## config.mk

```make
export PLATFORM = sky130hd
export DESIGN_NAME = half_float_error_metrics_unit
export DESIGN_NICKNAME = d
export VERILOG_FILES = /design/src/hdl/hfem_pkg.sv /design/src/hdl/hfem_decode.sv /design/src/hdl/hfem_square.sv /design/src/hdl/hfem_accum.sv /design/src/hdl/half_float_error_metrics_unit.sv
export SDC_FILE = /design/constraint.sdc
export NUM_CORES = 2
export LEC_CHECK = 0
export BUFFER_PORTS_ARGS = -buffer_cell sky130_fd_sc_hd__buf_2
export CAP_MARGIN = 20
export CORE_MARGIN = 2
export CORE_UTILIZATION = 50
export CTS_CLUSTER_DIAMETER = 100
export DETAILED_ROUTE_END_ITERATION = 8
export GPL_TIMING_DRIVEN = 0
export MAX_ROUTING_LAYER = met4
export PLACE_DENSITY = 0.67
export RECOVER_POWER = 50
export SETUP_SLACK_MARGIN = 0.15
export SLEW_MARGIN = 20
export SYNTH_ARGS = -nofsm -noshare
export SYNTH_HDL_FRONTEND = slang
export SYNTH_SLANG_ARGS = --single-unit
```

## constraint.sdc

```tcl
create_clock -name clk -period 18.35 [get_ports clk]
set_input_delay 1.835 -clock clk [delete_from_list [all_inputs] [get_ports clk]]
set_output_delay 1.835 -clock clk [all_outputs]
set_load 0.01 [all_outputs]
```

## src/hdl/hfem_pkg.sv

```systemverilog
// Shared types, widths, field offsets and helper functions of the error metrics unit.
package hfem_pkg;

  localparam int COUNT_WIDTH = 48;
  localparam int HALF_W      = 16;
  localparam int ERR_W       = 41;
  localparam int TOL_W       = 41;
  localparam int SUM_W       = 64;
  localparam int OUT_CNT_W   = 48;
  localparam int LO_W        = 24;
  localparam int HI_W        = ERR_W - LO_W;

  localparam logic [TOL_W-1:0] TOL_RESET   = TOL_W'(16777);
  localparam logic [4:0]       EXP_SPECIAL = 5'd31;

  // input item: reference, candidate, restart
  localparam int IN_OFS_REF     = 0;
  localparam int IN_OFS_CAND    = IN_OFS_REF + HALF_W;
  localparam int IN_OFS_RESTART = IN_OFS_CAND + HALF_W;
  localparam int IN_USED_W      = IN_OFS_RESTART + 1;
  localparam int IN_TDATA_W     = ((IN_USED_W + 7) / 8) * 8;

  // result item
  localparam int OFS_SEEN    = 0;
  localparam int OFS_NONFIN  = OFS_SEEN + OUT_CNT_W;
  localparam int OFS_OVER    = OFS_NONFIN + OUT_CNT_W;
  localparam int OFS_SUM     = OFS_OVER + OUT_CNT_W;
  localparam int OFS_PEAK    = OFS_SUM + SUM_W;
  localparam int OFS_ERR     = OFS_PEAK + ERR_W;
  localparam int OFS_PAD     = OFS_ERR + ERR_W;
  localparam int OUT_TDATA_W = ((OFS_PAD + 7) / 8) * 8;

  typedef logic [ERR_W-1:0]       err_t;
  typedef logic [COUNT_WIDTH-1:0] cnt_t;
  typedef logic [SUM_W-1:0]       sum_t;

  typedef struct packed {
    logic restart;
    logic nonfinite;
  } tag_t;

  // exact magnitude of a finite half in 2^-24 units
  function automatic err_t half_mag(input logic [HALF_W-1:0] h);
    logic [4:0] x;
    err_t       mag;
    x = h[14:10];
    if (x == 5'd0) begin
      mag = ERR_W'(h[9:0]);
    end else begin
      mag = ERR_W'({1'b1, h[9:0]}) << (x - 5'd1);
    end
    return mag;
  endfunction

  function automatic logic is_special(input logic [HALF_W-1:0] h);
    return h[14:10] == EXP_SPECIAL;
  endfunction

  // low bits of a counter as shown on the result item
  function automatic logic [OUT_CNT_W-1:0] cnt_view(input cnt_t c);
    logic [63:0] w;
    w = 64'(c);
    return w[OUT_CNT_W-1:0];
  endfunction

endpackage

```

## src/hdl/hfem_decode.sv

```systemverilog
// Decode stage: both halves to fixed point, absolute error and nonfinite flag.
module hfem_decode (
  input  logic                               clk,
  input  logic                               en,
  input  logic [hfem_pkg::HALF_W-1:0]        ref_half,
  input  logic [hfem_pkg::HALF_W-1:0]        cand_half,
  input  logic                               restart,
  output hfem_pkg::err_t                     err_r,
  output hfem_pkg::tag_t                     tag_r
);
  import hfem_pkg::*;

  err_t ma;
  err_t mb;
  err_t err_nxt;
  tag_t tag_nxt;

  assign ma = half_mag(ref_half);
  assign mb = half_mag(cand_half);

  always_comb begin
    tag_nxt.restart   = restart;
    tag_nxt.nonfinite = is_special(ref_half) | is_special(cand_half);
    if (tag_nxt.nonfinite) begin
      err_nxt = '0;
    end else if (ref_half[HALF_W-1] != cand_half[HALF_W-1]) begin
      err_nxt = ma + mb;
    end else if (ma >= mb) begin
      err_nxt = ma - mb;
    end else begin
      err_nxt = mb - ma;
    end
  end

  always_ff @(posedge clk) begin
    if (en) begin
      err_r <= err_nxt;
      tag_r <= tag_nxt;
    end
  end

endmodule

```

## src/hdl/hfem_square.sv

```systemverilog
// Two-stage scaled square: partial products, then floor(d*d / 2^24).
module hfem_square (
  input  logic           clk,
  input  logic           en_mul,
  input  logic           en_sq,
  input  hfem_pkg::err_t err_in,
  input  hfem_pkg::tag_t tag_in,
  output hfem_pkg::sum_t sq_r,
  output hfem_pkg::err_t err_r,
  output hfem_pkg::tag_t tag_r
);
  import hfem_pkg::*;

  logic [HI_W-1:0]        hi;
  logic [LO_W-1:0]        lo;
  logic [2*HI_W-1:0]      hh_nxt, hh_r;
  logic [HI_W+LO_W-1:0]   hl_nxt, hl_r;
  logic [2*LO_W-1:0]      ll_nxt, ll_r;
  err_t                   err_m_r;
  tag_t                   tag_m_r;
  sum_t                   sq_nxt;

  assign hi = err_in[ERR_W-1:LO_W];
  assign lo = err_in[LO_W-1:0];

  assign hh_nxt = (2*HI_W)'(hi) * (2*HI_W)'(hi);
  assign hl_nxt = (HI_W+LO_W)'(hi) * (HI_W+LO_W)'(lo);
  assign ll_nxt = (2*LO_W)'(lo) * (2*LO_W)'(lo);

  // hi^2 * 2^24 + 2*hi*lo + floor(lo^2 / 2^24)
  assign sq_nxt = (SUM_W'(hh_r) << LO_W) + (SUM_W'(hl_r) << 1) + SUM_W'(ll_r >> LO_W);

  always_ff @(posedge clk) begin
    if (en_mul) begin
      hh_r    <= hh_nxt;
      hl_r    <= hl_nxt;
      ll_r    <= ll_nxt;
      err_m_r <= err_in;
      tag_m_r <= tag_in;
    end
    if (en_sq) begin
      sq_r  <= sq_nxt;
      err_r <= err_m_r;
      tag_r <= tag_m_r;
    end
  end

endmodule

```

## src/hdl/hfem_accum.sv

```systemverilog
// Running totals: saturating counters, saturating square sum and peak error.
module hfem_accum (
  input  logic                      clk,
  input  logic                      rst_n,
  input  logic                      en,
  input  hfem_pkg::sum_t            sq,
  input  hfem_pkg::err_t            err,
  input  hfem_pkg::tag_t            tag,
  input  logic [hfem_pkg::TOL_W-1:0] tol,
  output hfem_pkg::cnt_t            seen_r,
  output hfem_pkg::cnt_t            nonfin_r,
  output hfem_pkg::cnt_t            over_r,
  output hfem_pkg::sum_t            sum_r,
  output hfem_pkg::err_t            peak_r,
  output hfem_pkg::err_t            pair_err_r,
  output logic                      pair_nf_r
);
  import hfem_pkg::*;

  localparam cnt_t CNT_MAX = '1;

  cnt_t             seen_base, nonfin_base, over_base;
  sum_t             sum_base;
  err_t             peak_base;
  cnt_t             seen_nxt, nonfin_nxt, over_nxt;
  sum_t             sum_nxt;
  err_t             peak_nxt;
  logic [SUM_W:0]   sum_wide;
  logic             over_hit;

  function automatic cnt_t cnt_inc(input cnt_t c);
    return (c == CNT_MAX) ? c : c + cnt_t'(1);
  endfunction

  // restart clears the totals before this item is counted
  assign seen_base   = tag.restart ? '0 : seen_r;
  assign nonfin_base = tag.restart ? '0 : nonfin_r;
  assign over_base   = tag.restart ? '0 : over_r;
  assign sum_base    = tag.restart ? '0 : sum_r;
  assign peak_base   = tag.restart ? '0 : peak_r;

  assign over_hit = !tag.nonfinite && (TOL_W'(err) > tol);
  assign sum_wide = {1'b0, sum_base} + {1'b0, sq};

  always_comb begin
    seen_nxt   = cnt_inc(seen_base);
    nonfin_nxt = tag.nonfinite ? cnt_inc(nonfin_base) : nonfin_base;
    over_nxt   = over_hit ? cnt_inc(over_base) : over_base;
    sum_nxt    = sum_wide[SUM_W] ? '1 : sum_wide[SUM_W-1:0];
    peak_nxt   = (err > peak_base) ? err : peak_base;
  end

  always_ff @(posedge clk) begin
    if (!rst_n) begin
      seen_r   <= '0;
      nonfin_r <= '0;
      over_r   <= '0;
      sum_r    <= '0;
      peak_r   <= '0;
    end else if (en) begin
      seen_r   <= seen_nxt;
      nonfin_r <= nonfin_nxt;
      over_r   <= over_nxt;
      sum_r    <= sum_nxt;
      peak_r   <= peak_nxt;
    end
  end

  always_ff @(posedge clk) begin
    if (en) begin
      pair_err_r <= err;
      pair_nf_r  <= tag.nonfinite;
    end
  end

endmodule

```

## src/hdl/half_float_error_metrics_unit.sv

```systemverilog
// Top level of the binary16 pairwise error metrics unit.
//
// Input channel (in_*): one item is a pair of raw binary16 patterns plus a
// restart flag; restart clears every running total before the pair counts.
// Result channel (out_*): one item per input item, carrying the running
// counters, the saturating square sum, the peak error and this pair's error;
// out_tuser flags a pair skipped as nonfinite (infinity or NaN member).
// Configuration: cfg_we writes cfg_wdata into the error tolerance (2^-24
// units) at the clock edge; write it only while no item is in flight.
// Path: an accepted input item passes the input register, decode, partial
// products, square and result register before its result appears.
// Throughput: one item per cycle while out_tready stays high; the only loop
// is the update of the totals in the result stage.
// Reset (rst_n low, synchronous): all stage valids and totals clear, the
// tolerance returns to 16777 (about 0.001).
// Stall: while out_tready is low the result holds; bubbles in the pipe still
// close up, so in_tready drops only once every stage holds an item.
module half_float_error_metrics_unit (
  input  logic                                clk,
  input  logic                                rst_n,
  input  logic                                in_tvalid,
  output logic                                in_tready,
  // reference_half, candidate_half, restart, zero pad
  input  logic [hfem_pkg::IN_TDATA_W-1:0]     in_tdata,
  output logic                                out_tvalid,
  input  logic                                out_tready,
  // values_seen, nonfinite_count, over_tolerance, squared_error_sum,
  // largest_error, pair_error, zero pad
  output logic [hfem_pkg::OUT_TDATA_W-1:0]    out_tdata,
  // pair_nonfinite
  output logic                                out_tuser,
  input  logic                                cfg_we,
  input  logic [hfem_pkg::TOL_W-1:0]          cfg_wdata
);
  import hfem_pkg::*;

  // stage valids, input stage first
  logic in_v_r, dec_v_r, mul_v_r, sq_v_r, out_v_r;
  // a stage may load when empty or when its contents move on
  logic rdy_in, rdy_dec, rdy_mul, rdy_sq, rdy_out;

  logic [HALF_W-1:0] ref_half_r;
  logic [HALF_W-1:0] cand_half_r;
  logic              restart_r;
  logic [TOL_W-1:0]  tol_r;

  err_t dec_err;
  tag_t dec_tag;
  sum_t sq_val;
  err_t sq_err;
  tag_t sq_tag;

  cnt_t seen, nonfin, over;
  sum_t sum;
  err_t peak;
  err_t pair_err;
  logic pair_nf;

  assign rdy_out = !out_v_r || out_tready;
  assign rdy_sq  = !sq_v_r  || rdy_out;
  assign rdy_mul = !mul_v_r || rdy_sq;
  assign rdy_dec = !dec_v_r || rdy_mul;
  assign rdy_in  = !in_v_r  || rdy_dec;

  assign in_tready  = rdy_in;
  assign out_tvalid = out_v_r;

  always_ff @(posedge clk) begin
    if (!rst_n) begin
      in_v_r  <= 1'b0;
      dec_v_r <= 1'b0;
      mul_v_r <= 1'b0;
      sq_v_r  <= 1'b0;
      out_v_r <= 1'b0;
      tol_r   <= TOL_RESET;
    end else begin
      if (rdy_in)  in_v_r  <= in_tvalid;
      if (rdy_dec) dec_v_r <= in_v_r;
      if (rdy_mul) mul_v_r <= dec_v_r;
      if (rdy_sq)  sq_v_r  <= mul_v_r;
      if (rdy_out) out_v_r <= sq_v_r;
      if (cfg_we)  tol_r   <= cfg_wdata;
    end
  end

  // input register
  always_ff @(posedge clk) begin
    if (rdy_in) begin
      ref_half_r  <= in_tdata[IN_OFS_REF +: HALF_W];
      cand_half_r <= in_tdata[IN_OFS_CAND +: HALF_W];
      restart_r   <= in_tdata[IN_OFS_RESTART];
    end
  end

  hfem_decode u_decode (
    .clk       (clk),
    .en        (rdy_dec),
    .ref_half  (ref_half_r),
    .cand_half (cand_half_r),
    .restart   (restart_r),
    .err_r     (dec_err),
    .tag_r     (dec_tag)
  );

  hfem_square u_square (
    .clk    (clk),
    .en_mul (rdy_mul),
    .en_sq  (rdy_sq),
    .err_in (dec_err),
    .tag_in (dec_tag),
    .sq_r   (sq_val),
    .err_r  (sq_err),
    .tag_r  (sq_tag)
  );

  // totals double as the result register; they move only when an item enters
  hfem_accum u_accum (
    .clk        (clk),
    .rst_n      (rst_n),
    .en         (rdy_out && sq_v_r),
    .sq         (sq_val),
    .err        (sq_err),
    .tag        (sq_tag),
    .tol        (tol_r),
    .seen_r     (seen),
    .nonfin_r   (nonfin),
    .over_r     (over),
    .sum_r      (sum),
    .peak_r     (peak),
    .pair_err_r (pair_err),
    .pair_nf_r  (pair_nf)
  );

  assign out_tdata = {{(OUT_TDATA_W-OFS_PAD){1'b0}}, pair_err, peak, sum,
                      cnt_view(over), cnt_view(nonfin), cnt_view(seen)};
  assign out_tuser = pair_nf;

endmodule

```

Word-level counts from Yosys, hierarchy flattened:

Cells that the tools add are included.

* add/sub/neg operators: 11
* multipliers: 3
* div/mod/pow operators: 0
* order comparisons: 3
* eq/ne operators: 6
* shift operators: 2
* multiplexer cells: 16
* bitwise gates (word level): 1
* reduce and logical (&&, ||, !) cells: 15

Operator list (count)
* 48-bit two-way mux: 8
* 41-bit two-way mux: 6
* 48-bit by 1-bit adder with 48-bit output, second input constant: 3
* 48-bit == test, second input constant: 3
* 64-bit two-way mux: 2
* 41-bit > comparator: 2
* 11-bit by 5-bit << shifter with 41-bit output: 2
* 41-bit subtractor: 2
* 64-bit by 64-bit adder with 65-bit output: 1
* 64-bit by 24-bit adder with 64-bit output: 1
* 58-bit by 42-bit adder with 59-bit output: 1
* 24-bit by 24-bit multiplier with 48-bit output: 1
* 41-bit adder: 1
* 41-bit greater-or-equal comparator: 1
* 17-bit by 24-bit multiplier with 41-bit output: 1
* 17-bit by 17-bit multiplier with 34-bit output: 1
* 5-bit == test, second input constant: 2
* 5-bit logical NOT: 2
* 5-bit by 1-bit subtractor with 5-bit output, second input constant: 2
* 1-bit logical NOT: 6
* 1-bit logical OR: 5
* 1-bit logical AND: 2
* 1-bit inequality test: 1
* 1-bit OR: 1

* register bits after elaboration: 686
* bits in latches: 0
* memory bits (writable): 0
* memory bits (read-only): 0
* input bits: 86
* output and inout port bits: 299
* logic and storage cells: 86
* memories kept: 0

Depth between registers and ports, before layout:

* depth after elaboration: 6
* mapped depth: 29
* gate-level depth less buffers: 28

By module:

Synthesis repeated with hierarchy kept, for this count alone.

* cell total of the unflattened synthesis: 8666
* area total of the unflattened synthesis: 78212.5 µm²

Modules (own cells, without submodules)
* hfem_square: times used 1, cells an instance 4725, area each 46279.4 µm²
* hfem_accum: times used 1, cells an instance 2188, area each 18084.8 µm²
* hfem_decode: times used 1, cells an instance 1558, area each 11020.6 µm²
* half_float_error_metrics_unit: times used 1, cells an instance 195, area each 2827.7 µm²

Worst setup path before layout:

OpenSTA, ideal clock, no wires.

* path type: register -> register
* start point: reg u_decode.err_r[11]
* end point: reg u_square.ll_r[47], data pin
* arrival: 7.185 ns
* path slack: 10.905 ns
* stages on the path, launching flop included: 27
* path buffers: 2
* period minus slack after synthesis: 7.445 ns
* cell sequence: edfxtp_1 -> clkbuf_1 -> clkbuf_1 -> nand2_1 -> fa_1 -> inv_1 -> fa_1 -> inv_1 -> fa_1 -> inv_1 -> fa_1 -> fa_1 -> fa_1 -> inv_1 -> fa_1 -> inv_1 -> ha_1 -> a22o_1 -> nor3_1 -> nand2_1 -> a221oi_1 -> o21ai_1 -> a311oi_1 -> o21ai_1 -> a2111oi_0 -> nor3_1 -> xnor2_1

* word-level cells in the longest chain between the ends: 1

RTL lines
* from (decl): RTL line hfem_decode.sv:8 `output hfem_pkg::err_t err_r,`
* from (signal assigned): RTL line hfem_decode.sv:37 `err_r <= err_nxt;`
* 24-bit by 24-bit multiplier with 48-bit output: RTL line hfem_square.sv:28 `assign ll_nxt = (2*LO_W)'(lo) * (2*LO_W)'(lo);`
* named net u_square.ll_nxt[47]: RTL line hfem_square.sv:18 `logic [2*LO_W-1:0] ll_nxt, ll_r;`
* to (signal assigned): RTL line hfem_square.sv:37 `ll_r <= ll_nxt;`
* to (decl): RTL line hfem_square.sv:18

The timed path passes the listed nets, and every way through them passes these cells.
A chain may end at the register's enable or synchronous reset.

Worst setup path after layout:

* start point: reg u_decode.err_r[14]
* end point: reg u_square.ll_r[39], data pin

Same word-level chain as after synthesis.

==> flow_metrics.py <==
metrics = {
    "cts": {
        "clk_latency_ps": 720,
        "clk_path_buf_depth": 3,
        "post-cts-setup-buffers": 0,
        "postCtsHoldBufs": 0,
        "cts.sinks": 656,
        "cts_resized": 0,
        "cts_tree": "yes",
        "root_buffer": "clkbuf_16",
        "cts_buffers": 78,
        "path_clk_slew_ps": 60,
        "htree_levels": 3,
    },
    "synth": {
        "synth_common_cells": "inv_1 (1,463), nand2_1 (1,006), fa_1 (948)",
        "synth_top_area_cell": "fa_1",
        "synth_edf_count": 361,
        "synth-xor-area-share_pct": 4.423,
        "ys_seq_area_share_pct": 21.63,
        "yosysMostFrequentCell": "inv_1",
        "yosys.area_share.simple_pct": 15.77,
        "syn-cell-area_mm2": 0.07743,
        "synth_top_family_by_area": "adder cells",
        "yosysTopAreaCellShare_pct": 24.51,
        "yosysUniqueCellTypes": 100,
        "ys_ff_latch": 656,
        "synth-warning-count": 0,
        "synth.area.mux_share_pct": 1.306,
        "synth.avg_cell_area_um2": 8.979,
        "synth_area_leaders": "fa_1 (25%), edfxtp_1 (14%), ha_1 (11%)",
        "synthArstFlopShare_pct": 0,
        "ys.flop_type": "edfxtp_1",
        "synth-adder-area-share_pct": 35.96,
        "synthCells": 8624,
        "synth-compound-area-share_pct": 11.86,
    },
    "detailed_routing": {
        "routed_wirelength_mm": 273.8,
        "drt_iter0_markers": 6208,
        "drcViolationCount": 0,
        "first_pass_iters": 6,
        "drt-wirelength-per-cell_um": 24.38,
        "dr_total_vias": 64870,
        "final_antenna_net_count": 0,
        "vias_per_cell": 5.776,
    },
    "finish": {
        "finalNonFillerCells": 11230,
        "multi_input_area_mm2": 0.05375,
        "drive_gt1_share_pct": 5.659,
        "final_area_mm2": 0.08467,
        "n_fill_cell": 14260,
        "ff_latch_area_mm2": 0.01675,
        "area_growth_pct": 9.343,
        "final_nets": 10830,
    },
    "place": {
        "hpwl_mm": 226.9,
        "gp_congestion": 0.9930,
        "placed_area_mm2": 0.08207,
        "numPortBuffers": 370,
        "placed_cells": 11050,
    },
    "global_routing": {
        "antenna_found_initial": 38,
        "grtUsageTotal_pct": 35.58,
        "overflow": 0,
        "grt_pass1_vias": 64210,
        "grt_max_degree": 106,
        "grt_pass1_wl_mm": 407.7,
    },
    "die": {
        "num_rows": 144,
        "start_util_pct": 50.33,
        "io_pins": 385,
        "die_w_um": 397.5,
        "die_height_um": 397.5,
        "design.core.area_mm2": 0.1539,
        "die_area_mm2": 0.1580,
    },
    "run": {
        "drv_cap": 6,
    },
    "critical_path": {
        "setup.worst_path.class": "register to register",
        "path_max_fanout": 10,
        "cp.required_ps": 18730,
        "cp.arrival_ps": 10530,
        "end_kind": "register",
        "cp-start-kind": "register",
    },
    "sta": {
        "worst_slew_pin_slew_ps": 5779,
        "slew_viol_final": 327,
        "relSlewSlack_pct": -285.3,
        "timing.final.crit_share_pct": 55.31,
        "setup_viol": 0,
        "min_period_ps": 10150,
        "fin_skew_ps": 42.55,
        "hold_viol": 0,
        "fmax_mhz": 98.53,
        "tns_ps": 0,
        "rsz0062_at_grt": "no",
    },
    "run_status": {
        "violations": "capacitance limit, slew limit",
        "status": "finished with violations",
    },
    "hold_path": {
        "hold_path.class": "register to register",
    },
}
==> metal layers <==
metal,vias up,track usage [%],wire length [µm]
met5,-,-,0
met4,0,11.73,9802
met3,479,7.454,26410
met2,2980,53.77,121200
met1,32310,47.69,116400
li1,29100,-,-
==> critical path: stages (launching register included) <==
cell,delay (ps)
edfxtp_1,650
clkbuf_1,720
clkbuf_1,910
nand2_1,300
fa_1,620
inv_1,60
fa_1,530
inv_1,50
fa_1,460
fa_1,550
inv_1,60
fa_1,490
fa_1,490
inv_1,50
fa_1,470
inv_1,40
ha_1,280
a21oi_1,60
o21ai_0,380
o21bai_1,170
a22oi_1,500
nand2_1,160
o21ai_1,530
a31oi_1,280
nor2b_1,200
nor2_1,70
xnor2_1,690
==> final cells by class <==
class                           count  share of cell area, %
Buffer                            377                  1.772
Clock inverter                     45                 0.7167
Timing Repair Buffer              378                  2.121
Multi-Input combinational cell   6128                  63.48
Clock buffer                      100                  2.499
Tap cell                         2044                  3.021
Sequential cell                   656                  19.78
Antenna cell                       33                0.09753
Inverter                         1469                  6.514
==> stage by stage <==
| stage | hold WS (ps) | setup slack, ps | utilization [%] |
|---|---|---|---|
| 2_1_floorplan | 400.3 | 10910 | - |
| 3_5_place_dp | 404.5 | 8484 | 53.34 |
| 5_1_grt | 406.8 | 7972 | 55.01 |
| 3_3_place_gp | 400.6 | 8476 | 53.21 |
| 4_1_cts | 399.0 | 8442 | 55.11 |
| 6_report | 405.6 | 8201 | 55.03 |
==> cell families (layout without fill, tap and decap cells) <==
family | count (synthesis) | count (layout)
buffers and inverters | 1846 | 2369
other | 1 | 40
DFF | 656 | 656
AOI/OAI and AO/OA | 1430 | 1430
adders and majority gates | 1657 | 1657
muxes | 92 | 92
xor gates and xnor gates | 391 | 391
and+or+nand+nor | 2551 | 2551
==> sequential cells by signal (all words and copies together), names as in the netlist, 48 cells and up <==
signal            flops
u_accum.nonfin_r     48
u_square.sq_r        60
u_accum.seen_r       48
u_accum.sum_r        64
u_accum.over_r       48
==> placed cells by master (no fill, tap or decap), types with 249 or more instances in the layout <==
| cell | netlist | layout |
|---|---|---|
| a21oi_1 | 461 | 461 |
| and2_1 | 323 | 318 |
| buf_2 | 16 | 286 |
| clkbuf_1 | 333 | 451 |
| dfxtp_1 | 295 | 295 |
| edfxtp_1 | 361 | 361 |
| fa_1 | 948 | 948 |
| ha_1 | 709 | 709 |
| inv_1 | 1463 | 1462 |
| nand2_1 | 1006 | 1006 |
| nor2_1 | 475 | 475 |
| o21ai_0 | 249 | 249 |
| xnor2_1 | 257 | 256 |
==> path summary, 6_finish.rpt <==
path,slack (ps),end,startpoint,cells past startpoint
setup reg to reg,8200,u_square.ll_r[39],u_decode.err_r[14],26
hold / removal,410,u_square.err_r[5],u_square.err_m_r[5],0
hold reg to reg,410,u_square.err_r[5],u_square.err_m_r[5],0
setup / recovery,8200,u_square.ll_r[39],u_decode.err_r[14],26
Power is not shown: default switching activity piles up to over one toggle a cycle in this logic, so the estimate is an artifact.
